[src/sv/fvs_pkg.sv]
// Shared constants, codes and the queue entry type of the vector field sampler.
package fvs_pkg;

  localparam int MAX_DIM   = 32;
  localparam int IDX_W     = $clog2(MAX_DIM);
  localparam int HALF_W    = IDX_W - 1;
  localparam int BANKS     = 8;
  localparam int BANK_AW   = 3 * HALF_W;
  localparam int BANK_DEPTH = 1 << BANK_AW;
  localparam int FRAC_BITS = 16;
  localparam int DATA_W    = 32;
  localparam int VEC_W     = 3 * DATA_W;
  localparam int SIZE_W    = 6;
  localparam int PROD_W    = 64;
  localparam int GRID_W    = PROD_W - FRAC_BITS;
  localparam int CELL_W    = GRID_W - FRAC_BITS;
  localparam int LPROD_W   = DATA_W + FRAC_BITS + 1;
  localparam int ACC_W     = LPROD_W + 1;
  localparam int CFG_IDX_W = 3;

  localparam logic [FRAC_BITS:0]  FX_ONE  = (FRAC_BITS+1)'(1) << FRAC_BITS;
  localparam logic [ACC_W-1:0]    FX_HALF = ACC_W'(1) << (FRAC_BITS - 1);
  localparam logic [SIZE_W-1:0]   DIM_MAX = SIZE_W'(MAX_DIM);

  typedef enum logic [CFG_IDX_W-1:0] {
    CFG_SIZE_X = 3'd0,
    CFG_SIZE_Y = 3'd1,
    CFG_SIZE_Z = 3'd2,
    CFG_INV_X  = 3'd3,
    CFG_INV_Y  = 3'd4,
    CFG_INV_Z  = 3'd5
  } cfg_idx_e;

  typedef enum logic {
    CMD_WRITE  = 1'b0,
    CMD_SAMPLE = 1'b1
  } cmd_e;

  // One classified item. Axis 0 is x, 1 is y, 2 is z.
  typedef struct packed {
    cmd_e                            cmd;
    logic [2:0][IDX_W-1:0]           idx0;  // base cell low bits, or write cell
    logic [2:0][IDX_W-1:0]           idx1;  // base cell plus one, low bits
    logic [2:0]                      vld0;
    logic [2:0]                      vld1;
    logic [2:0][FRAC_BITS-1:0]       frac;
    logic [2:0][DATA_W-1:0]          vel;
  } fvs_job_t;

endpackage

[src/sv/fvs_queue.sv]
// Short queue of classified items between front and back.
module fvs_queue
  import fvs_pkg::*;
#(
  parameter int DEPTH = 4
) (
  input  logic                        clk_i,
  input  logic                        rst_ni,
  input  logic                        push_i,
  input  fvs_job_t                    job_i,
  input  logic                        pop_i,
  output logic                        empty_o,
  output logic [$clog2(DEPTH+1)-1:0]  count_o,
  output fvs_job_t                    job_o
);

  localparam int PTR_W = (DEPTH > 1) ? $clog2(DEPTH) : 1;
  localparam int CNT_W = $clog2(DEPTH+1);

  fvs_job_t          mem_q [DEPTH];
  logic [PTR_W-1:0]  wr_q, rd_q;
  logic [CNT_W-1:0]  cnt_q;
  logic              do_pop;

  assign do_pop = pop_i && (cnt_q != '0);

  always_ff @(posedge clk_i or negedge rst_ni) begin
    if (!rst_ni) begin
      wr_q  <= '0;
      rd_q  <= '0;
      cnt_q <= '0;
    end else begin
      if (push_i) begin
        wr_q <= (wr_q == PTR_W'(DEPTH-1)) ? '0 : wr_q + PTR_W'(1);
      end
      if (do_pop) begin
        rd_q <= (rd_q == PTR_W'(DEPTH-1)) ? '0 : rd_q + PTR_W'(1);
      end
      cnt_q <= cnt_q + CNT_W'(push_i) - CNT_W'(do_pop);
    end
  end

  always_ff @(posedge clk_i) begin
    if (push_i) begin
      mem_q[wr_q] <= job_i;
    end
  end

  assign job_o   = mem_q[rd_q];
  assign empty_o = (cnt_q == '0);
  assign count_o = cnt_q;

endmodule

[config.mk]
export PLATFORM = sky130hd
export DESIGN_NAME = fvs_queue
export DESIGN_NICKNAME = d
export VERILOG_FILES = /design/src/sv/fvs_pkg.sv /design/src/sv/fvs_queue.sv
export SDC_FILE = /design/constraint.sdc
export NUM_CORES = 1
export LEC_CHECK = 0
export ABC_AREA = 1
export CAP_MARGIN = 10
export CELL_PAD_IN_SITES_DETAIL_PLACEMENT = 1
export CELL_PAD_IN_SITES_GLOBAL_PLACEMENT = 2
export CORE_MARGIN = 4
export CORE_UTILIZATION = 40
export CTS_CLUSTER_DIAMETER = 100
export CTS_CLUSTER_SIZE = 20
export DETAILED_ROUTE_END_ITERATION = 10
export DONT_BUFFER_PORTS = 1
export PLACE_DENSITY_LB_ADDON = 0.08
export SLEW_MARGIN = 0
export SYNTH_ARGS = -nofsm -noshare
export SYNTH_HDL_FRONTEND = slang
export SYNTH_SLANG_ARGS = --single-unit
[constraint.sdc]
create_clock -name clk_i -period 5.3 [get_ports clk_i]
set_clock_uncertainty 0.15 [all_clocks]
set_input_delay 0.53 -clock clk_i [delete_from_list [all_inputs] [get_ports clk_i]]
set_output_delay 0.53 -clock clk_i [all_outputs]
set_load 0.03 [all_outputs]
==> results.json, run 1 <==
{
  "status": "completed",
  "area_growth_pct": 12.9,
  "maxCapViolCount": 0,
  "grt_pass1_wl_um": 106000,
  "clkTransAtPathRegs_ns": 0.09,
  "slew_headroom_pct": 31.1,
  "htreeDepth": 2,
  "synth_area_um2": 29700,
  "synth-edff-count": 724,
  "drt-initial-drc-count": 862,
  "cpPeakStageDelay_ns": 0.74,
  "worst_path_dominant_cell_family": "buffers and inverters",
  "antenna_found_initial": 12,
  "cts_buffers": 42,
  "cts_setup_buffers": 0,
  "drc": 0,
  "synth_nets": 2357,
  "post_cts_resized": 0,
  "final.setup.tns_ns": 0,
  "synthTopCellsByCount": "edfxtp_1, nand2_1, inv_1",
  "ir_worst_vdd_v": 0.000349,
  "leakage_nw": 12.5,
  "finalSetupViolCount": 0,
  "drt-wirelength-per-cell_um": 21.4,
  "synth_ff_type": "edfxtp_1",
  "fp.dieW_um": 280,
  "synth_area_leaders": "edfxtp_1, nand2_1, o211ai_2",
  "grt_pass1_vias": 17500,
  "r2r_slack_ns": 2.56,
  "place_hpwl_um": 41900,
  "cts_hold_buf": 184,
  "cts.sinks": 731,
  "crit_fanout": 98,
  "initial_core_util_pct": 40.5,
  "synthesis.instances": 2164,
  "crit_arrival_ns": 3.12,
  "rows": 99,
  "vias": 16400,
  "synth_warnings": 0,
  "grt_start_max_net_pins": 134,
  "wl_um": 70100,
  "ys_seq_area_share_pct": 73.8,
  "place_congestion": 0.736,
  "period_share_pct": 71.6,
  "avgViaCountPerCell": 5.02,
  "p_per_area_nw_per_um2": 543,
  "clockRootBuffer": "clkbuf_16",
  "crit_start": "rd_q[1]$_DFFE_PN0P_",
  "drt_pass1_iterations": 5,
  "fmax_mhz": 263,
  "io_buffers": 0,
  "core_um2": 73300,
  "worstSetupPathDepth": 4,
  "path_cells": "inv_8, buf_12, o211ai_2, nand2_1",
  "ys_ff_latch": 731,
  "finalHoldViolCount": 0,
  "rsz0062_at_grt": "no",
  "die_h_um": 280,
  "dp.cells": 3025,
  "synth_most_common_cell": "edfxtp_1",
  "fin_ws_ns": 1.50,
  "fin_nets": 2487,
  "clk_latency_ns": 0.58,
  "slew_viol_final": 0,
  "ant_nets": 0,
  "ios": 370,
  "async_flop_share_pct": 0.958,
  "drive_gt1_share_pct": 9.33,
  "critPathKind": "flop to output pin",
  "fin_crit_ns": 3.80,
  "cp-endpoint": "job_o[23]",
  "cp_data_required_time_ns": 4.62,
  "r2r_start": "wr_q[0]$_DFFE_PN0P_",
  "total_power_mw": 18.2,
  "cp.buffers_inverters": 2,
  "tightest_slew_ns": 1.03,
  "place_ws_ns": 2.07,
  "r2r-end": "mem_q[2][145]$_DFFE_PP_",
  "end_kind": "output pin",
  "syn_avg_cell_area_um2": 13.7,
  "grt_usage_pct": 17.6,
  "cts_tree": "yes",
  "fin_cells": 3275,
  "fillers": 7371,
  "crit_slowest_cell": "dfrtp_4",
  "worstSetupStartpointType": "flop",
  "yosysTopAreaCell": "edfxtp_1",
  "dieArea_um2": 78700,
  "holdCritPathClass": "primary input to async pin",
  "grt.overflow.total": 0,
  "cts_buffer_depth": 3,
  "ys_types": 19,
  "holdWs_ns": 0.137,
  "ff2ff_path_depth": 5,
  "synth_top_area_share_pct": 73.2
}
==> registers in the layout, summed over array words and instances, names as in the netlist <==
name and flops:
rd_q 2, mem_q 724, count_o 3, wr_q 2
==> how the worst min path moves through the flow <==
stage | from | endpoint | slack (ns) | cells after the start
after floorplan | rst_ni | count_o[0]$_DFF_PN0_ | 0.08 | 0
final | rst_ni | wr_q[1]$_DFFE_PN0P_ | 0.14 | 1
after detailed placement | rst_ni | count_o[2]$_DFF_PN0_ | 0.08 | 0
after global placement | rst_ni | count_o[1]$_DFF_PN0_ | 0.08 | 0
after CTS | rst_ni | wr_q[1]$_DFFE_PN0P_ | 0.1 | 1
after global routing | rst_ni | count_o[1]$_DFF_PN0_ | 0.11 | 1
==> routing by layer <==
layer	up-vias	part of all wire [%]	track usage, %
met2	286	51	31.3
li1	7771	-	-
met1	8302	41	21.7
met3	78	5.3	4.02
met5	-	0.033	0
met4	4	2.4	4.48
==> metrics by stage <==
step | util, % | area, um2
finish | 45.7 | 33500
global route | 45.7 | 33500
CTS | 45.7 | 33500
detailed placement | 41.6 | 30500
global placement | 41.6 | 30500
floorplan | - | 29700
==> worst reg2reg max path: stages, from the launching register on <==
cell and delay [ns]:
dfrtp_1 0.42, inv_1 0.11, ha_1 0.15, nand2_1 0.12, inv_8 0.72, buf_4 0.68
==> final cells by class <==
| class | instances | area [um2] | share of cell area, % |
|---|---|---|---|
| diodes | 11 | 27.5 | 0.0821 |
| clock buffers | 53 | 1160 | 3.45 |
| clock inverters | 2 | 12.5 | 0.0373 |
| inverters | 376 | 1450 | 4.32 |
| multi-input cells | 937 | 5670 | 16.9 |
| flip-flops and latches | 731 | 21900 | 65.4 |
| well taps | 959 | 1200 | 3.58 |
| repair buffers | 206 | 2090 | 6.25 |
==> cell families (layout without fill, tap and decap cells) <==
family / count (synthesis) / count (layout) / share of synthesized area [%]
AND/OR/NAND/NOR: 563 / 563 / 7.12
adder cells (fa/ha/maj): 8 / 8 / 0.362
XOR/XNOR: 2 / 2 / 0.0590
other: 0 / 11 / 0
buffers and inverters: 496 / 637 / 7.11
flip-flops: 731 / 731 / 73.8
AO/OA/AOI/OAI: 364 / 364 / 11.5
==> power breakdown <==
group	switching, mW	internal (mW)	total [mW]
Combinational	5.66	1.45	7.11
Sequential	0.385	7.40	7.79
Clock	1.78	1.53	3.32
==> layout by cell type (no fill, tap or decap), types with 8 or more instances in the layout <==
cell type      count
inv_1            371
edfxtp_1         724
dlygate4sd3_1    184
nand2_1          558
clkbuf_16         45
buf_4             15
diode_2           11
clkbuf_1           8
o211ai_2         140
o211ai_1         222
Power figures use the tool's default switching activity.
==> run 2, diff against run 1 <==
Clock period 5.3 ns to 3.4 ns, I/O delays scaled along.
==> results.json, run 2 (synthesis results as in run 1) <==
{
  "status": "completed",
  "grt.overflow.total": 0,
  "top_register": "mem_q",
  "crit_arrival_ns": 2.45,
  "leakage_nw": 12.8,
  "fmax_mhz": 340,
  "grt_pass1_wl_um": 107000,
  "worstSetupStartpointType": "flop",
  "wl_um": 70200,
  "fillers": 7333,
  "initial_core_util_pct": 40.5,
  "grt_pass1_vias": 17600,
  "critPathKind": "flop to output pin",
  "crit_start": "rd_q[0]$_DFFE_PN0P_",
  "maxCapViolCount": 0,
  "cts_tree": "yes",
  "finalSetupViolCount": 0,
  "fin_nets": 2531,
  "holdCritPathClass": "primary input to flop",
  "ir_worst_vdd_v": 0.000782,
  "io_buffers": 0,
  "r2r_start": "wr_q[1]$_DFFE_PN0P_",
  "period_share_pct": 86.5,
  "dieArea_um2": 78700,
  "fp.dieW_um": 280,
  "hp-start": "push_i",
  "cts_buffers": 42,
  "drc": 0,
  "core_um2": 73300,
  "clockRootBuffer": "clkbuf_16",
  "vias": 16500,
  "drt-initial-drc-count": 746,
  "mostFrequentLayoutCell": "edfxtp_1",
  "drt_pass1_iterations": 7,
  "largest_reg_flops": 724,
  "fin_cells": 3316,
  "cts_buffer_depth": 3,
  "multiInputGateArea_um2": 5690,
  "post_cts_resized": 0,
  "clk_latency_ns": 0.60,
  "htreeDepth": 2,
  "crit_fanout": 38,
  "die_h_um": 280,
  "avgViaCountPerCell": 4.98,
  "grt_usage_pct": 17.7,
  "fin_crit_ns": 2.94,
  "slew_headroom_pct": 40.1,
  "dp.cells": 3068,
  "drive_gt1_share_pct": 11.3,
  "slew_viol_final": 0,
  "place_congestion": 0.752,
  "antenna_found_initial": 13,
  "ant_nets": 0,
  "tightest_slew_ns": 0.897,
  "cts.sinks": 731,
  "rows": 99,
  "end_kind": "output pin",
  "drt-wirelength-per-cell_um": 21.2,
  "final_cell_mix": "edfxtp_1, nand2_1, inv_1",
  "rsz0062_at_grt": "no",
  "cts_setup_buffers": 0,
  "area_growth_pct": 15.7,
  "clkTransAtPathRegs_ns": 0.08,
  "total_power_mw": 29.5,
  "grt_start_max_net_pins": 108,
  "seq_area_um2": 21900,
  "finalHoldViolCount": 0,
  "p_per_area_nw_per_um2": 857,
  "place_hpwl_um": 43200,
  "cp_data_required_time_ns": 2.91,
  "ios": 370
}
run 2: cell count changes in the layout (fill, tap and decap cells not counted), sizes merged:
cell         previous run  this run
buf                    22        65
clkinv                  1         0
clkinvlp                0         4
diode                  11         9
inv                   377       373
dlygate4sd3           184       185
run 2: worst max-delay path, cell delays in order (launching register included):
cell	delay (ns)
dfrtp_4	0.79
buf_4	0.49
o211ai_1	0.18
nand2_1	0.36
run 2: worst paths after layout:
path                                                 to  slack [ns]  depth (start not counted)
worst min register to register      wr_q[1]$_DFFE_PN0P_        0.51                          2
worst min-delay path            mem_q[0][159]$_DFFE_PP_        0.26                          3
worst max-delay path                          job_o[84]        0.46                          3
min in group asynchronous           wr_q[1]$_DFFE_PN0P_        0.51                          2
worst max register to register   mem_q[1][97]$_DFFE_PP_        1.03                          5
max in group asynchronous           rd_q[1]$_DFFE_PN0P_        2.28                          2
run 2: cell type report:
| type | count | share of cell area (%) |
|---|---|---|
| antenna | 9 | 0.0655 |
| clock inverter | 1 | 0.0255 |
| multi-input combinational | 937 | 16.6 |
| tap | 959 | 3.49 |
| sequential | 731 | 63.8 |
| inverter | 376 | 4.17 |
| timing repair buffer | 250 | 8.52 |
| clock buffer | 53 | 3.36 |
run 2: what timing repair did:
action / in CTS / in global routing
hold buffers: 185 / 0
setup endpoints to repair: 0 / 0
endpoints found under the hold margin: 736 / 0
run 2: power breakdown:
| group | internal (mW) | total [mW] | leakage, nW | switching [mW] |
|---|---|---|---|---|
| Sequential | 11.5 | 12.0 | 6.73 | 0.509 |
| Clock | 2.39 | 5.16 | 0.569 | 2.77 |
| Combinational | 3.15 | 12.3 | 5.53 | 9.11 |
run 2: through the flow:
stage | TNS, ns | worst slack [ns] | hold WS [ns] | area [um2] | util [%]
detailed placement | 0 | 1.00 | -0.105 | 31300 | 42.7
CTS | 0 | 0.337 | 0.238 | 34300 | 46.8
global route | 0 | 0.269 | 0.276 | 34400 | 46.8
finish | 0 | 0.460 | 0.264 | 34400 | 46.9
floorplan | -360.90 | -0.509 | -0.106 | 29700 | -
global placement | 0 | 1.04 | -0.105 | 31300 | 42.7
run 2: metal layers:
layer	GRT usage (%)	up-vias	part of all wire, %
met5	0	-	0.063
met3	4.47	81	5.5
met1	20.8	8333	40
met4	3.60	8	1.8
li1	-	7843	-
met2	32.7	261	53
==> run 3, diff against run 2 <==
Settings changed: BUFFER_PORTS_ARGS from default to -buffer_cell sky130_fd_sc_hd__buf_4, CORE_UTILIZATION 40 to 37, DONT_BUFFER_PORTS 1 to default.
==> results.json, run 3 (synthesis results as in run 1) <==
{
  "post_dp_cell_area_um2": 33700,
  "clockRootBuffer": "clkbuf_16",
  "place_ws_ns": 1.05,
  "vias": 17900,
  "fmax_mhz": 334,
  "use_met2_pct": 31.3,
  "period_share_pct": 88.0,
  "p_per_area_nw_per_um2": 853,
  "grt_pass1_wl_um": 114000,
  "die_h_um": 291,
  "grt.overflow.total": 0,
  "total_power_mw": 31.4,
  "ff2ff_path_depth": 5,
  "grt_usage_pct": 17.2,
  "dieArea_um2": 84900,
  "rsz0062_at_grt": "no",
  "post-route-cell-area_um2": 36800,
  "drt_pass1_iterations": 5,
  "grt.met1_usage_pct": 21.5,
  "fp.dieW_um": 291,
  "cp_data_required_time_ns": 2.91,
  "grt_start_max_net_pins": 147,
  "clk_latency_ns": 0.59,
  "maxCapViolCount": 0,
  "grt_pass1_vias": 19300,
  "tightest_slew_ns": 1.03,
  "core_um2": 79300,
  "switchingPower_mw": 12.8,
  "largest_reg_flops": 724,
  "status": "completed",
  "io_buffers": 369,
  "finalHoldViolCount": 0,
  "place_hpwl_um": 45200,
  "cts_buffer_depth": 3,
  "drt-initial-drc-count": 842,
  "r2r_start": "wr_q[0]$_DFFE_PN0P_",
  "fin_ws_ns": 0.409,
  "hold_depth": 2,
  "ir_worst_vdd_v": 0.000642,
  "crit_fanout": 112,
  "cts_buffers": 42,
  "wl_um": 73800,
  "finalSetupViolCount": 0,
  "rows": 103,
  "top_register": "mem_q",
  "grtUsageMet3_pct": 3.20,
  "grt.busiest_layer": "met2",
  "drt-wirelength-per-cell_um": 19.7,
  "initial_core_util_pct": 37.5,
  "r2r-end": "mem_q[2][94]$_DFFE_PP_",
  "final_cell_mix": "edfxtp_1, nand2_1, buf_4",
  "power.internal_mw": 18.6,
  "cts_tree": "yes",
  "worstSetupStartpointType": "flop",
  "crit_arrival_ns": 2.50,
  "cts_setup_buffers": 0,
  "hp-start": "job_i[12]",
  "cts.sinks": 731,
  "pwr-share-clk_pct": 16.6,
  "leakage_nw": 14.4,
  "seqPwrFrac_pct": 38.3,
  "critPathKind": "flop to output pin",
  "area_growth_pct": 23.9,
  "fin_nets": 2880,
  "drc": 0,
  "avgViaCountPerCell": 4.76,
  "place_congestion": 0.703,
  "slew_viol_final": 0,
  "drive_gt1_share_pct": 22.8,
  "r2r_slack_ns": 1.16,
  "clkTransAtPathRegs_ns": 0.08,
  "mostFrequentLayoutCell": "edfxtp_1",
  "ios": 370,
  "min_to": "mem_q[0][12]$_DFFE_PP_",
  "slew_headroom_pct": 31.3,
  "holdCritPathClass": "primary input to flop",
  "switching_share_pct": 40.8,
  "ant_nets": 0,
  "antenna_found_initial": 6,
  "end_kind": "output pin",
  "combPwrFrac_pct": 45.1,
  "htreeDepth": 2,
  "fin_crit_ns": 2.99
}
==> run 3: changes by cell type in the layout (fill, tap and decap cells not counted), sizes merged <==
cell    previous run  this run
buf               65       414
diode              9         8
clkbuf            53        52
==> run 3: power by group through the flow <==
stage	Sequential, mW	Combinational [mW]	Clock [mW]
after detailed placement	12.2	14.3	0
after floorplan	12.2	9.03	0
final	12.0	14.1	5.21
after global placement	12.2	14.2	0
after global routing	12.1	15.4	5.78
after CTS	12.0	14.5	5.46
==> run 3: critical path, cell delays in order, from the launching register on <==
cell and delay [ns]:
dfrtp_4 0.79, buf_12 0.44, nand2_1 0.17, o211ai_2 0.09
nand2_1 0.10, buf_4 0.18
==> run 3: stage by stage <==
| stage | hold slack (ns) | utilization (%) | TNS, ns | instances |
|---|---|---|---|---|
| global placement | 0.0210 | 42.6 | 0 | 3508 |
| finish | 0.343 | 46.4 | 0 | 3754 |
| floorplan | -0.106 | - | -360.90 | 2164 |
| CTS | 0.287 | 46.4 | 0 | 3746 |
| global route | 0.312 | 46.4 | 0 | 3747 |
| detailed placement | 0.0241 | 42.6 | 0 | 3508 |
==> run 3: repair_timing <==
action	4_1_cts	5_1_grt
hold buffers	185	0
resized for setup	0	0
endpoints found under the hold margin	736	0
==> run 3: layout make-up <==
cell class / count / area (um2)
Fill cell: 8072 / 42500
Timing Repair Buffer: 599 / 5240
Tap cell: 1050 / 1310
Sequential cell: 731 / 21900
Antenna cell: 8 / 20.0
Multi-Input combinational cell: 937 / 5690
Clock buffer: 52 / 1160
Clock inverter: 1 / 8.76
Inverter: 376 / 1430
==> run 3: worst max-delay path by stage <==
stage | startpoint | to | slack [ns] | cells after the start
floorplan | wr_q[0]$_DFFE_PN0P_ | mem_q[2][0]$_DFFE_PP_ | -0.51 | 4
finish | rd_q[0]$_DFFE_PN0P_ | job_o[48] | 0.41 | 5
CTS | rd_q[0]$_DFFE_PN0P_ | job_o[48] | 0.37 | 5
global placement | rd_q[0]$_DFFE_PN0P_ | job_o[28] | 1.07 | 4
detailed placement | rd_q[0]$_DFFE_PN0P_ | job_o[174] | 1.05 | 5
global route | rd_q[0]$_DFFE_PN0P_ | job_o[48] | 0.21 | 5
==> run 3: per-layer routing <==
| metal | part of all wire (%) | wire, um |
|---|---|---|
| met1 | 42 | 30900 |
| met2 | 52 | 38300 |
| met3 | 4.6 | 3420 |
| met4 | 1.6 | 1200 |
| met5 | 0.037 | 27 |
